<file path="src/rtl/gkm_pkg.sv">
`timescale 1ns / 1ps
// gkm_pkg: shared types, codes and constants of the gamepad key event mapper
// no dependencies

package gkm_pkg;

  localparam int MOVE_FRACTION_BITS = 16;
  localparam int SHIFT_UP = (MOVE_FRACTION_BITS >= 16) ? MOVE_FRACTION_BITS - 16 : 0;
  localparam int SHIFT_DN = (MOVE_FRACTION_BITS < 16) ? 16 - MOVE_FRACTION_BITS : 0;

  localparam int NUM_KEYS  = 26;
  localparam int NUM_SLOTS = 30;
  localparam int CFG_W     = 16;

  // commands
  localparam logic [1:0] CMD_SNAP    = 2'd0;
  localparam logic [1:0] CMD_CANCEL  = 2'd1;
  localparam logic [1:0] CMD_RELEASE = 2'd2;

  // event kinds
  localparam logic [2:0] KIND_KEY     = 3'd0;
  localparam logic [2:0] KIND_MOUSE   = 3'd1;
  localparam logic [2:0] KIND_CAM     = 3'd2;
  localparam logic [2:0] KIND_MOVE    = 3'd3;
  localparam logic [2:0] KIND_RELEASE = 3'd4;

  // register indexes
  localparam logic [2:0] REG_SWAP     = 3'd0;
  localparam logic [2:0] REG_RADIAL   = 3'd1;
  localparam logic [2:0] REG_LT_THR   = 3'd2;
  localparam logic [2:0] REG_RT_THR   = 3'd3;
  localparam logic [2:0] REG_MOVE_THR = 3'd4;
  localparam logic [2:0] REG_DEADZONE = 3'd5;
  localparam logic [2:0] REG_SPEED    = 3'd6;
  localparam logic [2:0] REG_CURVE    = 3'd7;

  typedef struct packed {
    logic        swap_sticks;
    logic        simple_radial;
    logic [7:0]  left_trigger_threshold;
    logic [7:0]  right_trigger_threshold;
    logic [6:0]  movement_threshold;
    logic [6:0]  cursor_deadzone;
    logic [15:0] cursor_speed;
    logic [15:0] cursor_curve;
  } cfg_t;

  // classified item passed from front to back
  typedef struct packed {
    logic [1:0]          cmd;
    logic [NUM_KEYS-1:0] keys;
    logic [1:0]          mouse;
    logic                allow;
    logic signed [7:0]   px;
    logic signed [7:0]   py;
  } entry_t;

  typedef struct packed {
    logic [NUM_KEYS-1:0] keys;
    logic [1:0]          mouse;
    logic                cam;
  } status_t;

endpackage

</file>
<file path="src/rtl/gkm_if.sv">
`timescale 1ns / 1ps
// gkm_in_if / gkm_out_if: valid-ready channels of the mapper
// no dependencies

interface gkm_in_if;
  logic              valid;
  logic              ready;
  logic [1:0]        cmd;
  logic signed [7:0] left_x;
  logic signed [7:0] left_y;
  logic signed [7:0] right_x;
  logic signed [7:0] right_y;
  logic [7:0]        left_trigger;
  logic [7:0]        right_trigger;
  logic [19:0]       buttons;
  logic              allow_mouse;

  modport source (output valid, cmd, left_x, left_y, right_x, right_y, left_trigger,
                  right_trigger, buttons, allow_mouse, input ready);
  modport sink   (input valid, cmd, left_x, left_y, right_x, right_y, left_trigger,
                  right_trigger, buttons, allow_mouse, output ready);
endinterface


</file>
<file path="src/rtl/gkm_front.sv">
`timescale 1ns / 1ps
// gkm_front: accepts items and turns them into target key and mouse levels
// depends on gkm_pkg, gkm_if

module gkm_front import gkm_pkg::*; (
  gkm_in_if.sink   in_ch,
  input  cfg_t     cfg,
  input  logic     q_full,
  output logic     push,
  output entry_t   ent
);

  logic signed [9:0]  mx, my, thr;
  logic [9:0]         ax, ay;
  logic [10:0]        ax2, ay2, ax3, ay3;
  logic               left, right, upk, down, diag;

  assign in_ch.ready = !q_full;
  assign push        = in_ch.valid && !q_full;

  always_comb begin
    mx  = cfg.swap_sticks ? 10'(in_ch.right_x) : 10'(in_ch.left_x);
    my  = cfg.swap_sticks ? 10'(in_ch.right_y) : 10'(in_ch.left_y);
    thr = $signed({3'b000, cfg.movement_threshold});
    left  = mx < -thr;
    right = mx > thr;
    upk   = my < -thr;
    down  = my > thr;
    ax  = (mx < 0) ? 10'(-mx) : 10'(mx);
    ay  = (my < 0) ? 10'(-my) : 10'(my);
    ax2 = {ax, 1'b0};
    ay2 = {ay, 1'b0};
    ax3 = 11'(ax) + {ax, 1'b0};
    ay3 = 11'(ay) + {ay, 1'b0};
    diag = (left || right) && (upk || down) && !cfg.simple_radial;

    ent.cmd        = in_ch.cmd;
    ent.keys[0]    = in_ch.left_trigger > cfg.left_trigger_threshold;
    ent.keys[1]    = in_ch.right_trigger > cfg.right_trigger_threshold;
    ent.keys[19:2] = in_ch.buttons[17:0];
    ent.keys[20]   = upk;
    ent.keys[21]   = left;
    ent.keys[22]   = down;
    ent.keys[23]   = right;
    ent.keys[24]   = diag && (ax2 > ay3);
    ent.keys[25]   = diag && (ay2 > ax3);
    ent.mouse      = in_ch.allow_mouse ? in_ch.buttons[19:18] : 2'b00;
    ent.allow      = in_ch.allow_mouse;
    ent.px         = cfg.swap_sticks ? in_ch.left_x : in_ch.right_x;
    ent.py         = cfg.swap_sticks ? in_ch.left_y : in_ch.right_y;
  end

endmodule

</file>
<file path="src/flat_wrapper.sv">
// flat-port wrapper written by rule: the top's interface ports become plain ports
module gkm_front_flat import gkm_pkg::*;
  (cfg, q_full, push, ent, in_ch_valid, in_ch_cmd, in_ch_left_x, in_ch_left_y, in_ch_right_x, in_ch_right_y, in_ch_left_trigger, in_ch_right_trigger, in_ch_buttons, in_ch_allow_mouse, in_ch_ready);
  gkm_in_if in_ch_i ();
  input  cfg_t cfg;
  input  logic q_full;
  output logic push;
  output entry_t ent;
  input wire logic [$bits(in_ch_i.valid)-1:0] in_ch_valid;
  input wire logic [$bits(in_ch_i.cmd)-1:0] in_ch_cmd;
  input wire logic [$bits(in_ch_i.left_x)-1:0] in_ch_left_x;
  input wire logic [$bits(in_ch_i.left_y)-1:0] in_ch_left_y;
  input wire logic [$bits(in_ch_i.right_x)-1:0] in_ch_right_x;
  input wire logic [$bits(in_ch_i.right_y)-1:0] in_ch_right_y;
  input wire logic [$bits(in_ch_i.left_trigger)-1:0] in_ch_left_trigger;
  input wire logic [$bits(in_ch_i.right_trigger)-1:0] in_ch_right_trigger;
  input wire logic [$bits(in_ch_i.buttons)-1:0] in_ch_buttons;
  input wire logic [$bits(in_ch_i.allow_mouse)-1:0] in_ch_allow_mouse;
  output wire logic [$bits(in_ch_i.ready)-1:0] in_ch_ready;
  assign in_ch_i.valid = in_ch_valid;
  assign in_ch_i.cmd = in_ch_cmd;
  assign in_ch_i.left_x = in_ch_left_x;
  assign in_ch_i.left_y = in_ch_left_y;
  assign in_ch_i.right_x = in_ch_right_x;
  assign in_ch_i.right_y = in_ch_right_y;
  assign in_ch_i.left_trigger = in_ch_left_trigger;
  assign in_ch_i.right_trigger = in_ch_right_trigger;
  assign in_ch_i.buttons = in_ch_buttons;
  assign in_ch_i.allow_mouse = in_ch_allow_mouse;
  assign in_ch_ready = in_ch_i.ready;
  gkm_front u_core (.in_ch(in_ch_i), .cfg(cfg), .q_full(q_full), .push(push), .ent(ent));
endmodule
</file>
<file path="config.mk">
export PLATFORM = sky130hd
export DESIGN_NAME = gkm_front_flat
export DESIGN_NICKNAME = d
export VERILOG_FILES = /design/src/rtl/gkm_pkg.sv /design/src/rtl/gkm_if.sv /design/src/rtl/gkm_front.sv /design/src/flat_wrapper.sv
export SDC_FILE = /design/constraint.sdc
export NUM_CORES = 1
export LEC_CHECK = 0
export ABC_AREA = 1
export BUFFER_PORTS_ARGS = -buffer_cell sky130_fd_sc_hd__clkbuf_2
export CORE_ASPECT_RATIO = 0.75
export CORE_UTILIZATION = 40
export DETAILED_ROUTE_END_ITERATION = 10
export MAX_ROUTING_LAYER = met4
export PLACE_DENSITY = 0.74
export SYNTH_ARGS = -nofsm -noshare
export SYNTH_HDL_FRONTEND = slang
export SYNTH_SLANG_ARGS = --single-unit
</file>
<file path="constraint.sdc">
create_clock -name vclk -period 4.1
set_clock_uncertainty 0.1 [all_clocks]
set_input_delay 0.41 -clock vclk [all_inputs]
set_output_delay 0.41 -clock vclk [all_outputs]
set_load 0.05 [all_outputs]
</file>
==> reports/metrics.csv <==
stage,metric,value,unit
place,HPWL Detailed,8.38,mm
worst_setup_path,CP endpoint kind,output pin,
timing,max-slew violation count,0,
synth,cell with the most instances after synthesis,nand2_1,
timing,Worst slew margin,0.670,
detailed_routing,Post-route DRC,0,
die,Core ar.,8530,µm²
timing,slack of the critical path,-0.0362,ns
final_layout,# clk buffers,0,
status,status,"complete, but fails checks",
power_and_ir_drop,Pwr Density,218,nW/µm²
worst_setup_path,"Req. time, crit path",3.59,ns
timing,measured slew at the worst slew-check pin,0.490,ns
synth,cell taking the most area after synthesis,ha_1,
detailed_routing,via/cell ratio,4.80,
place,Placement Setup Slack,-0.422,ns
global_route,largest net degree at the start of global routing,14,
synth,post-synth cell types,39,
hold_path,Hold Crit Class,in -> out,
final_layout,NumNets Final,997,
die,# IOs,186,
global_route,global-route wire length before repair,16.2,mm
power_and_ir_drop,Static Leak,3.10,nW
power_and_ir_drop,Max IR drop VDD,0.000122,V
detailed_routing,DR vias,4226,
worst_setup_path,crit start category,primary input,
die,Site Rows,29,
detailed_routing,TritonRoute pass-1 iters,4,
detailed_routing,DR iter-0 viols,159,
final_layout,share of cells above drive strength 1,0.410,
place,gp weighted congestion,0.918,
global_route,vias in the first global route,3870,
power_and_ir_drop,final total power,1.14,mW
worst_setup_path,CP arrival,3.63,ns
worst_setup_path,Crit Path Class,in -> out,
timing,part of the cycle the worst path needs,1.01,
synth,Syn Inst Count,586,
synth,Post-Synthesis Cell Area,3560,µm²
place,Area after DPL,4660,µm²
global_route,GRT Util Overall,0.208,
final_layout,register area,0,µm²
detailed_routing,Routed wire per std cell,11.4,µm
synth,Synth area leaders,"ha_1 29%, nand2_1 15%, inv_1 11%",
timing,final setup violation count,1,
hold_path,Hold Path Stages,0,
synth,Synth Area per Inst,6.07,µm²
timing,fmax,242,MHz
final_layout,Filler cells,735,
timing,RSZ-0062 raised after global routing,yes,
final_layout,Area growth syn-to-layout,46.6,%
synth,"top cells by count, synth","142 x nand2_1, 101 x inv_1, 83 x ha_1, 34 x a21oi_1, 30 x nor2_1",
timing,Tmin final,4.14,ns
final_layout,post-route cell area,5220,µm²
die,DIE WIDTH,111,µm
die,Die Y,83.7,µm
detailed_routing,total wire length,10.0,mm
synth,post-synth top area share,0.292,
die,Initial Utilization,0.417,
status,failing checks,negative setup slack,
global_route,Overflow after GRT,0,
global_route,initial antenna violation count,0,
final_layout,Seq cells,0,
worst_setup_path,Critical Path Fanout Max,8,
flow_run,MaxCap Viol Count,0,
timing,Fin. Hold Viols,0,
final_layout,n_diodes,0,
synth,Yosys warning total,0,
synth,sequential fraction of the synthesis area,0,
place,# port buffers,107,
detailed_routing,Final ANT Viol Nets,0,
die,total die area,9280,µm²
-- path summary, 6_finish.rpt --
kind / start / to
setup / recovery: cfg[63] / ent[44]
hold / removal: in_ch_buttons[1] / ent[22]
-- worst max-delay path: stages --
cell,delay (ns)
clkbuf_16,0.14
buf_8,0.14
buf_4,0.14
nand2_2,0.05
nand2_2,0.08
nor2_2,0.11
nand4_1,0.19
buf_4,0.20
nor4_2,0.23
buf_4,0.19
ha_4,0.21
a21oi_1,0.19
nand2_2,0.11
xnor2_2,0.13
ha_1,0.29
inv_1,0.04
nor2_1,0.10
nand2_1,0.09
nor2_2,0.11
nand3_1,0.09
nor2_1,0.09
nor2_1,0.05
nand2_1,0.07
inv_2,0.04
buf_8,0.14
-- layer usage --
metal	track usage	vias to the layer above	part of all wire
met5	-	-	0
met1	0.267	1863	0.45
met2	0.385	108	0.49
li1	-	2249	-
met3	0.00290	6	0.051
met4	0.00485	0	0.0070
-- area by class of cell --
cell class,count,area [µm²],share of cell area
Multi-Input combinational cell,454,3280,0.629
Inverter,108,415,0.0796
Timing Repair Buffer,211,1390,0.266
Tap cell,108,135,0.0259
-- repair_timing --
item / CTS / global route
setup endpoints to repair: 2 / 2
setup buffers: 12 / 7
cloned: 1 / 0
endpoints found under the hold margin: 0 / 0
pin swaps: 30 / 49
hold buffers: 0 / 0
resized for setup: 43 / 56
-- through the flow --
| stage | setup TNS [ns] | cells | utilization | hold WS (ns) |
|---|---|---|---|---|
| final | -0.0362 | 881 | 0.612 | 0.720 |
| after global routing | -0.430 | 881 | 0.612 | 0.720 |
| after CTS | -0.0448 | 874 | 0.580 | 0.720 |
| after detailed placement | -0.769 | 862 | 0.546 | 0.720 |
| after global placement | -0.533 | 862 | 0.546 | 0.720 |
| after floorplan | 0 | 595 | - | 0.887 |
-- kinds of logic after synthesis --
kind of cell / synth area share
AO/OA/AOI/OAI: 0.160
XOR/XNOR: 0.0517
adder cells (fa/ha/maj): 0.303
buffers and inverters: 0.185
other: 0.00105
AND/OR/NAND/NOR: 0.300
-- placed cells by master, fill, tap and decap left out, drive strengths merged --
master,instances
a211oi,4
a21o,4
a21oi,36
a31oi,4
and2,1
buf,105
clkbuf,106
conb,10
fa,2
ha,83
inv,108
nand2,161
nand3,29
nand3b,7
nand4,5
nor2,31
nor3,8
nor4,2
o2111ai,2
o211ai,2
o21a,2
o21ai,35
o21bai,1
o221a,1
o31ai,3
xnor2,6
xor2,15
-- power by group --
group,switching [mW],internal (mW)
sequential,0,0
clock,0,0
combinational,0.623,0.516
total,0.623,0.516
No activity file was read; power rests on OpenSTA's default activity.
