[src/rtl/gkm_pkg.sv]
`timescale 1ns / 1ps
// gkm_pkg: shared types, codes and constants of the gamepad key event mapper
// no dependencies

package gkm_pkg;

  localparam int MOVE_FRACTION_BITS = 16;
  localparam int SHIFT_UP = (MOVE_FRACTION_BITS >= 16) ? MOVE_FRACTION_BITS - 16 : 0;
  localparam int SHIFT_DN = (MOVE_FRACTION_BITS < 16) ? 16 - MOVE_FRACTION_BITS : 0;

  localparam int NUM_KEYS  = 26;
  localparam int NUM_SLOTS = 30;
  localparam int CFG_W     = 16;

  // commands
  localparam logic [1:0] CMD_SNAP    = 2'd0;
  localparam logic [1:0] CMD_CANCEL  = 2'd1;
  localparam logic [1:0] CMD_RELEASE = 2'd2;

  // event kinds
  localparam logic [2:0] KIND_KEY     = 3'd0;
  localparam logic [2:0] KIND_MOUSE   = 3'd1;
  localparam logic [2:0] KIND_CAM     = 3'd2;
  localparam logic [2:0] KIND_MOVE    = 3'd3;
  localparam logic [2:0] KIND_RELEASE = 3'd4;

  // register indexes
  localparam logic [2:0] REG_SWAP     = 3'd0;
  localparam logic [2:0] REG_RADIAL   = 3'd1;
  localparam logic [2:0] REG_LT_THR   = 3'd2;
  localparam logic [2:0] REG_RT_THR   = 3'd3;
  localparam logic [2:0] REG_MOVE_THR = 3'd4;
  localparam logic [2:0] REG_DEADZONE = 3'd5;
  localparam logic [2:0] REG_SPEED    = 3'd6;
  localparam logic [2:0] REG_CURVE    = 3'd7;

  typedef struct packed {
    logic        swap_sticks;
    logic        simple_radial;
    logic [7:0]  left_trigger_threshold;
    logic [7:0]  right_trigger_threshold;
    logic [6:0]  movement_threshold;
    logic [6:0]  cursor_deadzone;
    logic [15:0] cursor_speed;
    logic [15:0] cursor_curve;
  } cfg_t;

  // classified item passed from front to back
  typedef struct packed {
    logic [1:0]          cmd;
    logic [NUM_KEYS-1:0] keys;
    logic [1:0]          mouse;
    logic                allow;
    logic signed [7:0]   px;
    logic signed [7:0]   py;
  } entry_t;

  typedef struct packed {
    logic [NUM_KEYS-1:0] keys;
    logic [1:0]          mouse;
    logic                cam;
  } status_t;

endpackage

[src/rtl/gkm_queue.sv]
`timescale 1ns / 1ps
// gkm_queue: two-entry queue between front and back
// depends on gkm_pkg

module gkm_queue import gkm_pkg::*; (
  input  logic   clk,
  input  logic   rst,
  input  logic   push,
  input  entry_t din,
  input  logic   pop,
  output logic   full,
  output logic   not_empty,
  output entry_t head,
  output logic [1:0] count
);

  entry_t slots [2];
  logic   wr_ptr, rd_ptr;

  assign full      = count == 2'd2;
  assign not_empty = count != 2'd0;
  assign head      = slots[rd_ptr];

  always_ff @(posedge clk) begin
    if (push) begin
      slots[wr_ptr] <= din;
    end
  end

  always_ff @(posedge clk) begin
    if (rst) begin
      wr_ptr <= 1'b0;
      rd_ptr <= 1'b0;
      count  <= 2'd0;
    end else begin
      if (push) wr_ptr <= !wr_ptr;
      if (pop)  rd_ptr <= !rd_ptr;
      count <= count + 2'(push) - 2'(pop);
    end
  end

endmodule

[config.mk]
export PLATFORM = sky130hd
export DESIGN_NAME = gkm_queue
export DESIGN_NICKNAME = d
export VERILOG_FILES = /design/src/rtl/gkm_pkg.sv /design/src/rtl/gkm_queue.sv
export SDC_FILE = /design/constraint.sdc
export NUM_CORES = 1
export LEC_CHECK = 0
export ABC_CLOCK_PERIOD_IN_PS = 3900
export BUFFER_PORTS_ARGS = -buffer_cell sky130_fd_sc_hd__buf_4
export CORE_UTILIZATION = 35
export DETAILED_ROUTE_END_ITERATION = 10
export PLACE_DENSITY = 0.63
export SYNTH_ARGS = -nofsm -noshare
export SYNTH_HDL_FRONTEND = slang
export SYNTH_SLANG_ARGS = --single-unit
export TNS_END_PERCENT = 10
[constraint.sdc]
create_clock -name clk -period 3.9 [get_ports clk]
set_clock_uncertainty 0.05 [all_clocks]
set_input_delay 0.78 -clock clk [delete_from_list [all_inputs] [get_ports clk]]
set_output_delay 0.78 -clock clk [all_outputs]
set_load 0.01 [all_outputs]
==> summary.md, run 1 <==
| Metric | Value |
|---|---|
| Critical Path End Type | output pin |
| Crit path required time | slightly above 3000 ps |
| Logic pwr share | roughly 15% |
| Crit path DAT | between 1500 and 2000 ps |
| Total congestion overflow | 0 |
| R2R Setup Slk | about 2200 ps |
| Flop pwr share | between 50% and 60% |
| Starting density of the core | between 30 and 40% |
| IO Count | a little over 100 |
| Area delta synth->final | 31.1% |
| CP bufs+invs | 2 |
| Post-Synthesis Cells | approximately 170 |
| LEAKAGE | roughly 1.9 nW |
| Setup Fix Bufs, Post-CTS | 0 |
| Die area | about 0.011 mm^2 |
| Hold path cells | 2 |
| Synth Register Bits | 99 |
| Post-Syn Area | 0.00373 mm^2 |
| Slew margin rel. | roughly 63% |
| Biggest cell delay along the critical path | 640 ps |
| Worst min-delay path class | reg -> reg |
| Setup_tns | 0 ps |
| Syn_area_per_cell | 22.4 um^2 |
| EDFF count, synth | 94 |
| CTS buffer count | 9 |
| Fmax | ~380 MHz |
| Antenna violations before repair | 0 |
| Commonest cells in the netlist | edfxtp_1, mux2_4, mux2_2 |
| Share of cells above drive strength 1 | 60.1% |
| Clock Sinks | between 90 and 100 |
| CP max-delay cell | dfxtp_2 |
| Die Y | approximately 110 um |
| Clock Power Share | between 30% and 40% |
| Total GRT Usage | between 10% and 20% |
| Most common cell in the netlist | edfxtp_1 |
| TritonRoute pass-1 iters | 4 |
| Initial DRC count | 36 |
| Primary FF master, synth | edfxtp_1 |
| Pin count of the biggest net entering global routing | 32 |
| Root buffer cell | clkbuf_8 |
| Top Metal Used | met4 |
| Reg2reg start | wr_ptr |
| Crit share post-route | 68.3% |
| Clock-pin slew on the worst setup and hold paths | 80 ps |
| Post-synthesis sequential area ratio | about four fifths |
| Delay-heaviest family, CP | flip-flops |
| Vias | roughly 1.8k |
| PD cells | a little under 500 mW/mm^2 |
| Total power | 2.36 mW |
| Placeable Area | roughly 0.010 mm^2 |
| Drc violations | 0 |
| Wire length on met2 | roughly 3000 um |
| Critical path type | reg -> out |
| Input/output buffers | ~100 |
| Tmin final | roughly 2700 ps |
| Met3 Routed Length | approximately 410 um |
| Die W | about 110 um |
| Status | complete, no violations |
| Post-detail-place hpwl | around 4000 um |
| Share of flip-flops with an asynchronous set or reset | 0% |
| Vias in the first global route | around 1.9k |
| VDD IR-drop max | between 0.15 and 0.2 mV |
| M1 wire length | around 2500 um |
| Synth area leader | edfxtp_1 |
| H-tree depth | 3 |
| Vias per cell | 4.35 |
| Count of cell types in the netlist | 14 |
| CP Launch Type | flip-flop |
| Post-Synthesis Net Count | between 200 and 250 |
| Worst-Skew Late Latency | approximately 350 ps |
| Worst R2R Path Depth | 2 |
| MaxCap Viol Count | 0 |
| Critical path, cell by cell | buf_12 -> mux2_2 -> buf_4 |
| Int Power | between 1.5 and 2 mW |
| Hold path startpoint | rd_ptr |
| CTS resizes | 0 |
| Rows | 37 |
| WP depth | 3 |
| WHS Endpoint | rd_ptr |
| RSZ-0062 raised after global routing | false |
| CTS tree | yes |
| Detail Route Antenna Nets | 0 |
| Sw power | slightly below 0.5 mW |
| Final hold violations | 0 |
| Worst r2r dst | slots[0][2] |
| Final RePlAce weighted congestion | 0.655 |
| CTS Buffer Depth | 2 |
| Cts-stage hold buffer count | 0 |
| ANT cells | 0 |
| Synthesis warning total | 0 |
| Pins Over Slew Limit | 0 |
| First-pass GRT wire length | slightly above 9000 um |
| Final net count | 331 |
| Filler cells | a little under 900 |
| # setup viols final | 0 |
| Worst-Margin Slew | between 500 and 600 ps |
| Total wire length | ~6000 um |
| Largest cells by area after synthesis | edfxtp_1, mux2_4, mux2_2 |
| Critical path fanouts, max | 31 |
| Mean routed wirelength per cell | between 10 and 15 um |
| Sw frac | about a fifth |
| Synth top area share | roughly 76% |
## cells by family (layout without fill, tap and decap cells)
| family | Yosys count | in the layout | share of synthesized area [%] |
|---|---|---|---|
| DFF | 99 | 99 | 78.3 |
| adders and majority gates | 2 | 2 | 0.670 |
| muxes | 47 | 47 | 17.2 |
| xor gates and xnor gates | 3 | 3 | 1.07 |
| and+or+nand+nor | 9 | 9 | 1.24 |
| buffers and inverters | 7 | 123 | 1.54 |
## state kept, by name (all words and copies together), names as in the netlist, named ones only
register and flops:
rd_ptr 1, slots 94, count 2, wr_ptr 1
## power by group through the flow
stage | Combinational [mW] | Clock, mW | Sequential, mW
after floorplan | 0.191 | 0 | 1.28
after global placement | 0.350 | 0 | 1.29
after detailed placement | 0.353 | 0 | 1.29
after CTS | 0.354 | 0.769 | 1.27
after global routing | 0.373 | 0.806 | 1.27
final | 0.346 | 0.744 | 1.27
## worst min-delay path, cell delays in order (launching register included)
cell	delay, ps
dfxtp_1	340
xnor2_1	100
nor2_1	100
## layer usage
metal  vias to the layer above  GRT usage [%]
met4                         0           8.15
met5                         -              0
li1                        866              -
met2                        63           17.9
met1                       883           13.9
met3                        11           3.65
## worst max path at each step
stage / start / endpoint / slack [ps]
final: flip-flop / head[2] / 1230
after global routing: flip-flop / head[4] / 1110
after CTS: flip-flop / head[4] / 1180
after detailed placement: push / slots[0][43] / 1580
after global placement: push / slots[0][27] / 1550
after floorplan: push / slots[0][0] / 520
## through the flow
step	setup slack (ps)	util (%)	instances	hold WS, ps	area [um^2]
finish	1230	47.4	419	519	4900
global route	1110	47.4	419	526	4900
CTS	1180	47.4	419	501	4900
detailed placement	1580	45.2	403	467	4660
global placement	1550	45.2	403	446	4660
floorplan	524	-	167	430	3730
## final cells by class
type	instances	area (um^2)	area share (%)
sequential	99	2920	59.7
timing repair buffer	105	801	16.4
multi-input combinational	61	762	15.6
tap	136	170	3.48
clock buffer	10	128	2.61
clock inverter	6	104	2.12
inverter	2	7.51	0.153
## layout by cell type (no fill, tap or decap)
cell type  count
buf_4        104
edfxtp_1      94
mux2_4        30
mux2_2        17
clkbuf_8       9
nor2_1         4
dfxtp_1        4
bufinv_16      3
inv_1          2
nor2b_1        2
xnor2_1        2
ha_1           2
clkinv_2       2
or2_2          1
and2_2         1
nor2b_4        1
xnor3_1        1
dfxtp_2        1
clkbuf_1       1
clkinv_1       1
buf_12         1
(Power assumes the default switching activity.)
==> run 2, diff against run 1 <==
- ABC_CLOCK_PERIOD_IN_PS: 3900 -> 2300
- PLACE_DENSITY: 0.63 -> 0.65
- clock period: 3.9 -> 2.3 ns (I/O delays scaled with it)
==> summary.md, run 2 (synthesized netlist as in run 1, its figures left out) <==
| Metric | Value |
|---|---|
| Area delta synth->final | 31.2% (about the same) |
| Tmin final | 2080 ps |
| CP max-delay cell | mux2_2 |
| Delay-heaviest family, CP | buffers and inverters |
| Slew margin rel. | 67.7% (+4.7 points) |
| Fin worst setup slack | 221 ps (-1010 ps) |
| Antenna violations before repair | 0 (unchanged) |
| Reg area | 0.00292 mm^2 (unchanged) |
| GRT met3 Usage | 3.77% (+0.12 points) |
| Clock-pin slew on the worst setup and hold paths | 100 ps (+20 ps) |
| Root buffer cell | clkbuf_8 |
| Final RePlAce weighted congestion | 0.648 (-1.0%) |
| Vias per cell | 4.38 (+0.64%) |
| IO Count | 102 (unchanged) |
| Mean routed wirelength per cell | 14.4 um (+0.66%) |
| Pins Over Slew Limit | 0 (unchanged) |
| Die W | 105 um (unchanged) |
| Setup Fix Bufs, Post-CTS | 0 (unchanged) |
| Commonest non-fill, non-tap cell in the layout | buf_4 |
| Die area | 0.0111 mm^2 (unchanged) |
| Biggest cell delay along the critical path | 390 ps (-250 ps) |
| Detail Route Antenna Nets | 0 (unchanged) |
| Worst R2R Path Depth | 6 (+4) |
| ANT cells | 0 (unchanged) |
| Setup_tns | 0 ps (unchanged) |
| Clock Sinks | 99 (unchanged) |
| Final hold violations | 0 (unchanged) |
| CP bufs+invs | 2 (unchanged) |
| Vias | 1839 (+0.88%) |
| Crit share post-route | about 90% |
| Total wire length | 6060 um (+0.90%) |
| CTS resizes | 0 (unchanged) |
| Met2 usage | 20.0% (+2.1 points) |
| PD cells | 778 mW/mm^2 (+62%) |
| Global routing's busiest layer | met2 |
| H-tree depth | 3 (unchanged) |
| Final net count | 332 (+0.30%) |
| Die Y | 105 um (unchanged) |
| Critical path, cell by cell | buf_12 -> mux2_2 -> buf_4 |
| Cts-stage hold buffer count | 0 (unchanged) |
| Reg2reg start | count[0] |
| WHS Endpoint | slots[1][12] |
| DP Area | 0.00470 mm^2 (+0.70%) |
| Largest registers | slots x94, count x2 |
| Met1 Use GR | 11.8% (-2.0 points) |
| R2R Setup Slk | 800 ps (-1390 ps) |
| Worst-Margin Slew | 485 ps (-69.9 ps) |
| LEAKAGE | 1.90 nW (-0.50%) |
| Starting density of the core | 36.2% (unchanged) |
| Critical path type | reg -> out |
| Vias in the first global route | 1870 (-1.7%) |
| VDD IR-drop max | 0.344 mV (+74%) |
| CTS buffer count | 9 (unchanged) |
| Largest Register | slots |
| Filler cells | 890 (+1.3%) |
| Pre-CTS setup slack | 593 ps (-986 ps) |
| Crit path DAT | 1570 ps (-270 ps) |
| Share of cells above drive strength 1 | 60.6% (+0.49 points) |
| Commonest cells after routing, fill and taps aside | buf_4, edfxtp_1, mux2_4 |
| MaxCap Viol Count | 0 (unchanged) |
| Initial DRC count | 24 (-33%) |
| RSZ-0062 raised after global routing | false |
| Rows | 37 (unchanged) |
| Fmax | roughly 480 MHz |
| TritonRoute pass-1 iters | 4 (unchanged) |
| CTS tree | yes |
| Total congestion overflow | 0 (unchanged) |
| Worst min-delay path class | in -> reg |
| Input/output buffers | 101 (unchanged) |
| Fin area | 0.00490 mm^2 (about the same) |
| Placeable Area | 0.0103 mm^2 (unchanged) |
| Drc violations | 0 (unchanged) |
| Worst r2r dst | count[1] |
| Final hold slack | 232 ps (-287 ps) |
| Worst-Skew Late Latency | 350 ps (about the same) |
| Hold path startpoint | din[12] |
| Post-detail-place hpwl | 3970 um (-0.20%) |
| Critical path fanouts, max | 47 (+52%) |
| Max reg flops | 94 (unchanged) |
| Final core utilization | 47.4% (about the same) |
| Pin count of the biggest net entering global routing | 48 (+50%) |
| Crit path required time | 1790 ps (-1280 ps) |
| Total GRT Usage | 11.4% (-0.24 points) |
| Critical Path End Type | output pin |
| CTS Buffer Depth | 2 (unchanged) |
| CP Launch Type | flip-flop |
| First-pass GRT wire length | 9190 um (-1.6%) |
| Multi-input logic area | 762 um^2 (unchanged) |
| Hold path cells | 1 (-1) |
| Status | complete, no violations |
| # setup viols final | 0 (unchanged) |
-- run 2: area by class of cell --
| cell class | instances | area share (%) |
|---|---|---|
| clock buffer | 13 | 3.68 |
| clock inverter | 3 | 0.409 |
| inverter | 2 | 0.153 |
| multi-input combinational | 61 | 15.6 |
| sequential | 99 | 59.7 |
| tap | 136 | 3.47 |
| timing repair buffer | 106 | 17.0 |
-- run 2: worst max-delay path by stage --
stage,from,endpoint,slack [ps],depth (start not counted)
6_report,flip-flop,head[0],220,3
5_1_grt,flip-flop,head[7],150,3
3_5_place_dp,flip-flop,head[46],590,3
3_3_place_gp,flip-flop,head[0],600,3
4_1_cts,flip-flop,head[46],180,3
2_1_floorplan,push,slots[0][0],120,1
-- run 2: layer usage --
layer	part of all wire, %	vias up
met5	0	-
met4	2.1	0
met3	6.5	10
met2	53	60
met1	38	901
li1	-	868
-- run 2: stage by stage --
| step | std cells | total power [mW] |
|---|---|---|
| after global routing | 420 | 3.97 |
| final | 420 | 3.81 |
| after floorplan | 167 | 2.50 |
| after CTS | 420 | 3.88 |
| after global placement | 404 | 2.78 |
| after detailed placement | 404 | 2.80 |
-- run 2: report_power, final --
| part | internal, mW | leakage, nW | switching [mW] |
|---|---|---|---|
| Combinational | 0.356 | 0.878 | 0.251 |
| Sequential | 2.10 | 0.924 | 0.0348 |
| Clock | 0.517 | 0.0968 | 0.552 |
